<file path="config.mk">
export PLATFORM = sky130hd
export DESIGN_NAME = humidity_temp_reply_checker_top
export DESIGN_NICKNAME = d
export VERILOG_FILES = /design/src/hdl/hct_pkg.sv /design/src/hdl/humidity_temp_reply_checker_top.sv /design/src/hdl/hct_crc_byte.sv /design/src/hdl/hct_frame.sv
export SDC_FILE = /design/constraint.sdc
export NUM_CORES = 1
export LEC_CHECK = 0
export BUFFER_PORTS_ARGS = -buffer_cell sky130_fd_sc_hd__clkbuf_2
export CORE_MARGIN = 2
export CORE_UTILIZATION = 40
export CTS_CLUSTER_SIZE = 30
export DETAILED_ROUTE_END_ITERATION = 6
export SYNTH_ARGS = -nofsm -noshare
export SYNTH_HDL_FRONTEND = slang
export SYNTH_HIERARCHICAL = 1
export SYNTH_SLANG_ARGS = --single-unit
</file>
<file path="constraint.sdc">
create_clock -name clock -period 3 [get_ports clock]
set_input_delay 0.15 -clock clock [delete_from_list [all_inputs] [get_ports clock]]
set_output_delay 0.15 -clock clock [all_outputs]
set_load 0.02 [all_outputs]
</file>
<file path="src/hdl/hct_pkg.sv">
// ----------------------------------------------------------------------------
// hct_pkg: shared types and constants of the sensor reply checker
// Beat types of both channels, the frame-to-output status struct and the
// CRC-16/Modbus constants and the field byte positions.
// ----------------------------------------------------------------------------
package hct_pkg;

   localparam logic [15:0] CRC_INIT  = 16'hFFFF;
   localparam logic [15:0] CRC_POLY  = 16'hA001;
   localparam logic [2:0]  CRC_SPAN  = 3'd6;
   localparam logic [2:0]  POS_HUM_H = 3'd2;
   localparam logic [2:0]  POS_HUM_L = 3'd3;
   localparam logic [2:0]  POS_TMP_H = 3'd4;
   localparam logic [2:0]  POS_TMP_L = 3'd5;
   localparam logic [2:0]  POS_CRC_L = 3'd6;
   localparam logic [2:0]  POS_CRC_H = 3'd7;

   typedef struct packed {
      logic [7:0] reply_byte;
      logic       frame_start;
   } req_type;

   typedef struct packed {
      logic [15:0]        humidity_tenths;
      logic signed [15:0] temperature_tenths;
      logic               frame_status;
   } rsp_type;

   // status from the frame tracker to the output stage
   typedef struct packed {
      logic    done;
      rsp_type rsp;
   } frame_out_type;

endpackage

</file>
<file path="src/hdl/humidity_temp_reply_checker_top.sv">
// ----------------------------------------------------------------------------
// humidity_temp_reply_checker_top: sensor reply frame checker
// Takes an 8-byte reply frame a byte per beat, checks its CRC-16/Modbus and
// emits humidity, temperature and CRC status after the last byte.
// ----------------------------------------------------------------------------
//  channel | ports                         | beat
//  --------+-------------------------------+-------------------------------
//  req     | req_valid req_stall req_payload | one reply byte, frame start
//  rsp     | rsp_valid rsp_stall rsp_payload | one result per 8-byte frame
//
//  One byte per cycle; the CRC byte update is a combinational XOR network.
//  The result appears in the output register the cycle after the last byte.
//  Synchronous reset clears byte position, CRC and the output valid.
//  A stalled result only holds back a byte that would finish the next frame;
//  other bytes keep flowing.
// ----------------------------------------------------------------------------
module humidity_temp_reply_checker_top (
   input  logic              clock,
   input  logic              reset,
   input  logic              req_valid,
   output logic              req_stall,
   input  hct_pkg::req_type  req_payload,
   output logic              rsp_valid,
   input  logic              rsp_stall,
   output hct_pkg::rsp_type  rsp_payload
);
   import hct_pkg::*;

   frame_out_type frame_out;
   logic          take;
   logic          rsp_valid_ff, rsp_valid_in;
   rsp_type       rsp_ff, rsp_in;

   assign req_stall = rsp_valid_ff && rsp_stall && frame_out.done;
   assign take      = req_valid && !req_stall;

   hct_frame u_frame (
      .clock     (clock),
      .reset     (reset),
      .take      (take),
      .beat      (req_payload),
      .frame_out (frame_out)
   );

   always_comb begin
      rsp_valid_in = rsp_valid_ff;
      rsp_in       = rsp_ff;
      if (rsp_valid_ff && !rsp_stall) begin
         rsp_valid_in = 1'b0;
      end
      // load a new result; drop the old one only once it has left
      if (take && frame_out.done) begin
         rsp_valid_in = 1'b1;
         rsp_in       = frame_out.rsp;
      end
   end

   always_ff @(posedge clock) begin
      if (reset) begin
         rsp_valid_ff <= 1'b0;
      end else begin
         rsp_valid_ff <= rsp_valid_in;
      end
   end

   always_ff @(posedge clock) begin
      rsp_ff <= rsp_in;
   end

   assign rsp_valid   = rsp_valid_ff;
   assign rsp_payload = rsp_ff;

endmodule

</file>
<file path="src/hdl/hct_crc_byte.sv">
// ----------------------------------------------------------------------------
// hct_crc_byte: one-byte CRC-16/Modbus update
// Unrolled eight-step shift/XOR network, reflected polynomial.
// ----------------------------------------------------------------------------
module hct_crc_byte (
   input  logic [15:0] crc_cur,
   input  logic [7:0]  data_byte,
   output logic [15:0] crc_next
);
   import hct_pkg::*;

   always_comb begin
      logic [15:0] acc;
      acc = crc_cur ^ {8'h00, data_byte};
      for (int k = 0; k < 8; k++) begin
         if (acc[0]) begin
            acc = (acc >> 1) ^ CRC_POLY;
         end else begin
            acc = acc >> 1;
         end
      end
      crc_next = acc;
   end

endmodule

</file>
<file path="src/hdl/hct_frame.sv">
// ----------------------------------------------------------------------------
// hct_frame: frame position tracker and field capture
// Holds byte position, running CRC and captured fields; builds the result
// on the last byte of a frame.
// ----------------------------------------------------------------------------
module hct_frame (
   input  logic                    clock,
   input  logic                    reset,
   input  logic                    take,
   input  hct_pkg::req_type        beat,
   output hct_pkg::frame_out_type  frame_out
);
   import hct_pkg::*;

   logic [2:0]  pos_ff, pos_in, pos_eff;
   logic [15:0] crc_ff, crc_in, crc_base, crc_step;
   logic [15:0] hum_ff, hum_in;
   logic [15:0] tmp_ff, tmp_in;
   logic [7:0]  crc_lo_ff, crc_lo_in;
   logic [15:0] mag;
   logic [15:0] rx_crc;

   // frame start restarts position and CRC before this byte is taken
   assign pos_eff  = beat.frame_start ? 3'd0 : pos_ff;
   assign crc_base = beat.frame_start ? CRC_INIT : crc_ff;

   hct_crc_byte u_crc (
      .crc_cur   (crc_base),
      .data_byte (beat.reply_byte),
      .crc_next  (crc_step)
   );

   always_comb begin
      pos_in    = pos_ff;
      crc_in    = crc_ff;
      hum_in    = hum_ff;
      tmp_in    = tmp_ff;
      crc_lo_in = crc_lo_ff;
      if (take) begin
         pos_in = pos_eff + 3'd1;
         if (pos_eff < CRC_SPAN) begin
            crc_in = crc_step;
         end else if (pos_eff == POS_CRC_H) begin
            crc_in = CRC_INIT;
         end else begin
            crc_in = crc_base;
         end
         case (pos_eff)
            POS_HUM_H: hum_in[15:8] = beat.reply_byte;
            POS_HUM_L: hum_in[7:0]  = beat.reply_byte;
            POS_TMP_H: tmp_in[15:8] = beat.reply_byte;
            POS_TMP_L: tmp_in[7:0]  = beat.reply_byte;
            POS_CRC_L: crc_lo_in    = beat.reply_byte;
            default: ;
         endcase
      end
   end

   always_ff @(posedge clock) begin
      if (reset) begin
         pos_ff <= 3'd0;
         crc_ff <= CRC_INIT;
      end else begin
         pos_ff <= pos_in;
         crc_ff <= crc_in;
      end
   end

   always_ff @(posedge clock) begin
      hum_ff    <= hum_in;
      tmp_ff    <= tmp_in;
      crc_lo_ff <= crc_lo_in;
   end

   // sign-magnitude to two's complement; negative zero folds to zero
   assign mag    = {1'b0, tmp_ff[14:0]};
   assign rx_crc = {beat.reply_byte, crc_lo_ff};

   always_comb begin
      frame_out.done                   = (pos_eff == POS_CRC_H);
      frame_out.rsp.humidity_tenths    = hum_ff;
      frame_out.rsp.temperature_tenths = tmp_ff[15] ? -mag : mag;
      frame_out.rsp.frame_status       = (crc_base != rx_crc);
   end

endmodule

</file>
Word-level counts from Yosys, hierarchy flattened
Cells that the tools add are included.

word-level totals
  output and inout port bits = 35
  input bits = 13
  register bits after elaboration = 93
  word-level logic and storage cells = 59
  RAM bits = 0
  memories kept = 0
  bits in latches = 0
  ROM bits = 0

operators by class
  multipliers = 0
  shifts and indexed selects = 0
  order comparisons = 1
  reductions and logical operators = 13
  multiplexer cells = 15
  equality and inequality tests = 7
  div/mod/pow operators = 0
  bitwise gates (word level) = 9
  add/sub/neg operators = 2

operator list
  kind                                            number
  two-way mux 16 bit                              11
  inverter 2 -> 3 bit                             8
  != test 16 bit                                  1
  negator 15 -> 16 bit                            1
  bitwise XOR 16 x 8 -> 16 bit                    1
  two-way mux 15 bit                              1
  == test 3 bit (second input constant)           4
  AND reduction 2 bit                             5
  == test 3 x 2 -> 1 bit (second input constant)  2
  logical AND 1 bit                               5
  adder 3 x 1 -> 3 bit (second input constant)    1
  < comparator 3 bit (second input constant)      1
  two-way mux 3 bit                               1
  zero test 1 bit                                 2
  two-way mux 1 bit                               2
  nonzero test 2 bit                              1

Depth between registers and ports, before layout
Gate-level depths: netlist of run 1.

  depth in word-level cells = 19
  mapped depth = 12
  depth with buffers taken out = 8

By module
The synthesis of run 1 kept the hierarchy.

by module, submodules not included
  module                           cells an instance  instances  seq. area each (um^2)  area each (um^2)
  hct_frame                        241                1          1,581.5                2,761.4
  humidity_temp_reply_checker_top  40                 1          1,011.0                1,048.5
  hct_crc_byte                     29                 1          0.0                    284.0

Worst setup path after synthesis of run 1
No wires, ideal clock.

  kind = input port to flip-flop
  start point = input req_payload[0] (netlist bit)
  end point = register rsp_ff (netlist bit rsp_payload[0]), enable pin
  cell stages on the path = 7
  arrival time = 2.767 ns
  path buffers = 2
  required time = 2.566 ns
  path slack = -0.202 ns
  setup time = 0.434 ns
  path through = buf_2 > clkbuf_1 > nor2b_1 > ha_1 > ha_1 > nand2_1 > a21oi_1

RTL lines
  item                  RTL line                               text
  from (decl)           humidity_temp_reply_checker_top.sv:22  input hct_pkg::req_type req_payload,
  to (signal assigned)  humidity_temp_reply_checker_top.sv:67  rsp_ff <= rsp_in;
  to (decl)             humidity_temp_reply_checker_top.sv:32  rsp_type rsp_ff, rsp_in;

==> results.ini, run 1 <==
[final_layout]
n_antenna_cell = 0
fill_cells = 908
final_util_pct = 47.32
syn_to_final_growth_pct = 14.03
drive_above_1_share_pct = 24.44
fin_nets = 375

[pwr]
p_leak_nw = 1.634
ir_worst_vdd_mv = 0.2813
finalPower_mw = 2.642
p_per_area_mw_per_mm2 = 566.0

[cts]
cts_made_buffers = 9
cts_sinks = 93
clock_path_buffers = 2
cts-root-buf = clkbuf_8
htreeDepth = 3
post-cts-setup-buffers = 0
clk_latency_ns = 0.36
clkSlewWorstSetupHoldPaths_ns = 0.10
cts_tree = built
holdBufCountCts = 0
cts_resized = 0

[worst_setup_path]
crit_fanout = 11
slowest_stage = nor2_1
slowest_delay_ns = 0.55
endpoint = u_frame/hum_ff[8]
arrival_ns = 2.47
path_common_cell = ha_1
worstSetupPathType = flip-flop to flip-flop
reg2reg_from = u_frame/pos_ff[0]
cp_num_buf_inv = 0
r2r-end = u_frame/hum_ff[8]
cp-start-kind = flip-flop
reg2regPathDepth = 7
endpoint_kind = flip-flop
reg2reg_setup_slack_ns = 0.52
cp-startpoint = u_frame/pos_ff[0]
path_depth = 7
crit_path_cell_trace = nor2b_1 -> ha_1 -> ha_1 -> and3_4 -> nor2b_2 -> nand2_1 -> nor2_1
cp.required_ns = 2.99
crit_family = simple AND/OR/NAND/NOR gates

[floorplan]
core-area_mm2 = 0.009864
die_h_um = 105.2
ioPinCount = 48
num_rows = 36
dieWidth_um = 105.2
start_util_pct = 41.50
design.die.area_mm2 = 0.01106

[detailed_routing]
dr_total_vias = 2415
avgRoutedWirePerCell_um = 15.06
ant_nets = 0
drtIter0Drc = 87
drc = 0
routed_via_density = 4.899
routed_wirelength_um = 7424
dr.pass1.iters = 4

[placed_design]
port_buffers = 47
finalWeightedCongestion = 0.7323
dpl.hpwl_um = 5115
pre_cts_ws_ns = 0.5357

[global_routing]
grt_pass1_wl_um = 12310
grt_use_total_pct = 14.51
grt_max_degree = 34
antenna_found_initial = 0
first_global_vias = 2385
grt-ovfl-total = 0

[timing]
rsz0062_at_grt = no
finalCriticalPeriod_ns = 2.475
setup_violations = 0
fin_ws_ns = 0.5245
fmax_mhz = 404.0
max-slew-margin-rel_pct = 53.85
hold_viol = 0
period_share_pct = 82.52
hold_slack_ns = 0.07036
worstMarginPinSlew_ns = 0.6896
finalMaxSlewViolations = 0
fin_tns_setup_ns = 0
skew_ns = 0.009631

[synth]
synth_xor_area_share_pct = 10.73
synth_nets = 330
synth_top_family_by_area = simple AND/OR/NAND/NOR gates
synth_compound_area_share_pct = 7.946
ys_async_sr_fraction_pct = 0
syn_inst = 310
yosysSeqAreaShare_pct = 63.33
ys.flop_type = edfxtp_1
muxShareOfSynthArea_pct = 0.2445
yosys.area_share.simple_pct = 13.17
syn_area_mm2 = 0.004094
ys_ff_latch = 93
ys_types = 41
yosysWarnings = 6
synth_fa_ha_area_share_pct = 2.139
postSynthAreaPerCell_um2 = 13.21
synth-edff-count = 73

[outcome]
run_status = finished clean

[job]
drv_cap = 0

[min_path]
hp-class = primary input to flip-flop

[logic make-up after synthesis]
logic type,Yosys count
XOR/XNOR,46
adder cells (fa/ha/maj),7
flip-flops,93
AND/OR/NAND/NOR,94
AO/OA/AOI/OAI,49
multiplexers,1
buffers and inverters,20
[report_power, final]
part | internal (mW) | total, mW | switching (mW)
combinational | 0.124 | 0.260 | 0.136
sequential | 1.41 | 1.44 | 0.0302
clock | 0.483 | 0.943 | 0.460
[per-stage QoR]
| step | cell area [um2] | std cells |
|---|---|---|
| after floorplan | 4098 | 310 |
| after global placement | 4441 | 477 |
| after detailed placement | 4441 | 477 |
| after CTS | 4668 | 493 |
| after global routing | 4668 | 493 |
| final | 4668 | 493 |
[how the worst min path moves through the flow]
stage	slack (ns)	depth (start not counted)	start	to
after floorplan	0.22	1	reset	rsp_valid
after global placement	0.40	0	u_frame/hum_ff[2]	rsp_payload[19]
after detailed placement	0.41	0	u_frame/hum_ff[3]	rsp_payload[20]
after CTS	0.05	3	rsp_stall	rsp_valid
after global routing	0.08	3	rsp_stall	rsp_valid
final	0.07	3	rsp_stall	rsp_valid
[sequential cells by signal, summed over array words and instances (netlist names)]
register / count
u_frame/pos_ff: 3
rsp_valid: 1
u_frame/hum_ff: 16
u_frame/crc_ff: 16
u_frame/crc_lo_ff: 8
rsp_payload: 33
u_frame/tmp_ff: 16
[worst min-delay path: stages]
cell and delay, ns:
clkbuf_2 0.12, nand2_1 0.07, a21oi_1 0.05
[layer usage]
layer	vias to the layer above	GRT usage (%)	wire, um
li1	1203	-	-
met1	1156	18.64	3399
met2	46	24.21	3622
met3	10	2.558	267
met4	0	6.000	135
met5	-	0	0
[cell usage after synthesis, types with 3 or more instances]
cell,number,area (um2)
nor2_1,5,18.77
or2_2,12,75.07
inv_1,5,18.77
nand2_1,23,86.33
nand2b_1,18,112.6
nor2b_1,4,25.02
or3_1,7,43.79
xor2_1,13,113.9
xnor2_2,3,48.80
xnor2_1,29,254.0
o31ai_1,9,67.56
ha_1,7,87.58
a21oi_1,9,45.04
and3_1,3,18.77
o21ai_0,4,20.02
clkbuf_1,7,26.28
nand3_1,6,30.03
edfxtp_1,73,2192
dfxtp_1,20,400.4
buf_4,6,45.04
o22ai_1,19,118.9
or2_1,4,25.02
[cell type report]
class	instances	area [um2]	share of cell area, %
sequential	93	2592	55.53
multi-input combinational	197	1413	30.26
timing repair buffer	49	250.2	5.360
tap	133	166.4	3.565
clock buffer	9	123.9	2.653
clock inverter	7	103.9	2.225
inverter	5	18.77	0.4020
[layout by cell type, fill, tap and decap left out, types with 2 or more instances in the layout]
cell,n
o31ai_1,9
dfxtp_1,20
xnor2_1,29
buf_4,2
nand3_1,6
or2_2,12
nand3b_1,2
nor2_1,5
a211oi_1,2
or4_4,2
clkbuf_2,47
edfxtp_1,73
xnor2_2,3
nor2b_1,4
or3_1,7
xor2_1,13
a21oi_1,8
inv_8,2
o21ai_0,4
inv_1,5
bufinv_16,2
nor3_1,2
ha_1,7
or2_1,4
and3_1,3
o22ai_1,19
nand2_1,23
nand2b_1,18
clkbuf_8,9
No activity file was read; power rests on OpenSTA's default activity.
==> run 2: changes to the inputs <==
Clock period 3 ns to 2.6 ns, I/O delays scaled along.
==> results.ini, run 2 (synthesis results as in run 1) <==
[outcome]
run_status = finished clean

[timing]
finalMaxSlewViolations = 0
max-slew-margin-rel_pct = 68.47
hold_viol = 0
period_share_pct = 89.35
fmax_mhz = 430.4
fin_ws_ns = 0.2768
rsz0062_at_grt = no
finalCriticalPeriod_ns = 2.323
fin_tns_setup_ns = 0
worstMarginPinSlew_ns = 0.4729
setup_violations = 0
skew_ns = 0.01000

[floorplan]
num_rows = 36
design.die.area_mm2 = 0.01106
die_h_um = 105.2
core-area_mm2 = 0.009864
start_util_pct = 41.50
dieWidth_um = 105.2
ioPinCount = 48

[worst_setup_path]
cp.required_ns = 2.61
crit_fanout = 11
crit_path_cell_trace = nor2b_1 -> ha_1 -> ha_1 -> and3_4 -> nor2b_2 -> and3_1
arrival_ns = 2.34
worstSetupPathType = flip-flop to flip-flop
cp-start-kind = flip-flop
crit_family = simple AND/OR/NAND/NOR gates
reg2regPathDepth = 6
path_common_cell = ha_1
endpoint_kind = flip-flop
path_depth = 6
slowest_stage = and3_1
cp_num_buf_inv = 0
slowest_delay_ns = 0.48

[cts]
clock_path_buffers = 2
cts_tree = built
holdBufCountCts = 0
cts_resized = 0
clk_latency_ns = 0.35
cts-root-buf = clkbuf_8
htreeDepth = 3
cts_sinks = 93
post-cts-setup-buffers = 0
clkSlewWorstSetupHoldPaths_ns = 0.10
cts_made_buffers = 9

[final_layout]
fin_nets = 381
layout_common_cells = edfxtp_1, clkbuf_2, xnor2_1, nand2_1, dfxtp_1
syn_to_final_growth_pct = 14.30
largest_reg_flops = 33
drive_above_1_share_pct = 25.96
final_common_cell = edfxtp_1
final_util_pct = 47.44
n_antenna_cell = 0
fill_cells = 888

[detailed_routing]
avgRoutedWirePerCell_um = 14.74
dr.pass1.iters = 4
routed_via_density = 4.840
drc = 0
routed_wirelength_um = 7353
dr_total_vias = 2415
ant_nets = 0
drtIter0Drc = 64

[global_routing]
grt_util_met2_pct = 23.19
antenna_found_initial = 0
grt_pass1_wl_um = 11980
globalRouteMet1Util_pct = 18.56
grt-busiest-layer = met2
first_global_vias = 2337
grt_max_degree = 34
grt-ovfl-total = 0
met3_usage_pct = 3.993
grt_use_total_pct = 14.16

[pwr]
intPower_mw = 2.144
power.net_switching_mw = 0.7229
ir_worst_vdd_mv = 0.3720
power_frac_clock_pct = 31.5
p_seq_share_pct = 57.9
p_leak_nw = 1.644
p_per_area_mw_per_mm2 = 612.7
combPwrFrac_pct = 10.6
swShare_pct = 25.21

[placed_design]
pre_cts_ws_ns = 0.2113
finalWeightedCongestion = 0.7937
dpl.hpwl_um = 5091
port_buffers = 47

[min_path]
min_path_cells = 3
hp-class = primary input to flip-flop

[job]
drv_cap = 0

-- run 2: cell types whose count changed in the layout (fill, tap and decap cells not counted) --
| cell | before | now |
|---|---|---|
| clkinvlp_4 | 0 | 1 |
| inv_8 | 2 | 1 |
| clkinv_8 | 0 | 1 |
| clkinv_4 | 1 | 3 |
| clkinv_1 | 1 | 0 |
| bufinv_16 | 2 | 0 |
| buf_4 | 2 | 8 |
-- run 2: per-stage QoR --
stage	instances	power (mW)	area [um2]	hold WS [ns]
2_1_floorplan	310	1.919	4098	0.1991
3_3_place_gp	483	1.994	4486	0.4033
3_5_place_dp	483	1.998	4486	0.4045
4_1_cts	499	2.899	4679	0.04146
5_1_grt	499	2.984	4679	0.05386
6_report	499	2.867	4679	0.06184
-- run 2: worst paths after layout --
path / from / end / slack, ns
max: u_frame/pos_ff[0] / u_frame/tmp_ff[11] / 0.28
min: rsp_stall / rsp_valid / 0.06
min reg2reg: u_frame/hum_ff[0] / rsp_payload[17] / 0.43
max reg2reg: u_frame/pos_ff[0] / u_frame/tmp_ff[11] / 0.28
-- run 2: area by class of cell --
type                    count  area [um2]  area share [%]
inverters                   5       18.77          0.4011
repair buffers             55       295.3           6.310
multi-input cells         197        1413           30.19
clock inverters             7       70.07           1.497
well taps                 133       166.4           3.556
clock buffers               9       123.9           2.647
flip-flops and latches     93        2592           55.40
-- run 2: tightest hold or removal path: stages --
cell and delay (ns):
clkbuf_2 0.12, nand2_1 0.07, a21oi_1 0.05
-- run 2: per-layer routing --
layer	vias up	wire length [um]
li1	1215	-
met1	1157	3560
met2	41	3521
met3	2	230
met4	0	41
met5	-	0
-- run 2: power by group through the flow --
| stage | Clock (mW) | Combinational [mW] | Sequential (mW) |
|---|---|---|---|
| 2_1_floorplan | 0 | 0.238 | 1.68 |
| 3_3_place_gp | 0 | 0.302 | 1.69 |
| 3_5_place_dp | 0 | 0.304 | 1.69 |
| 4_1_cts | 0.933 | 0.307 | 1.66 |
| 5_1_grt | 0.983 | 0.338 | 1.66 |
| 6_report | 0.903 | 0.305 | 1.66 |
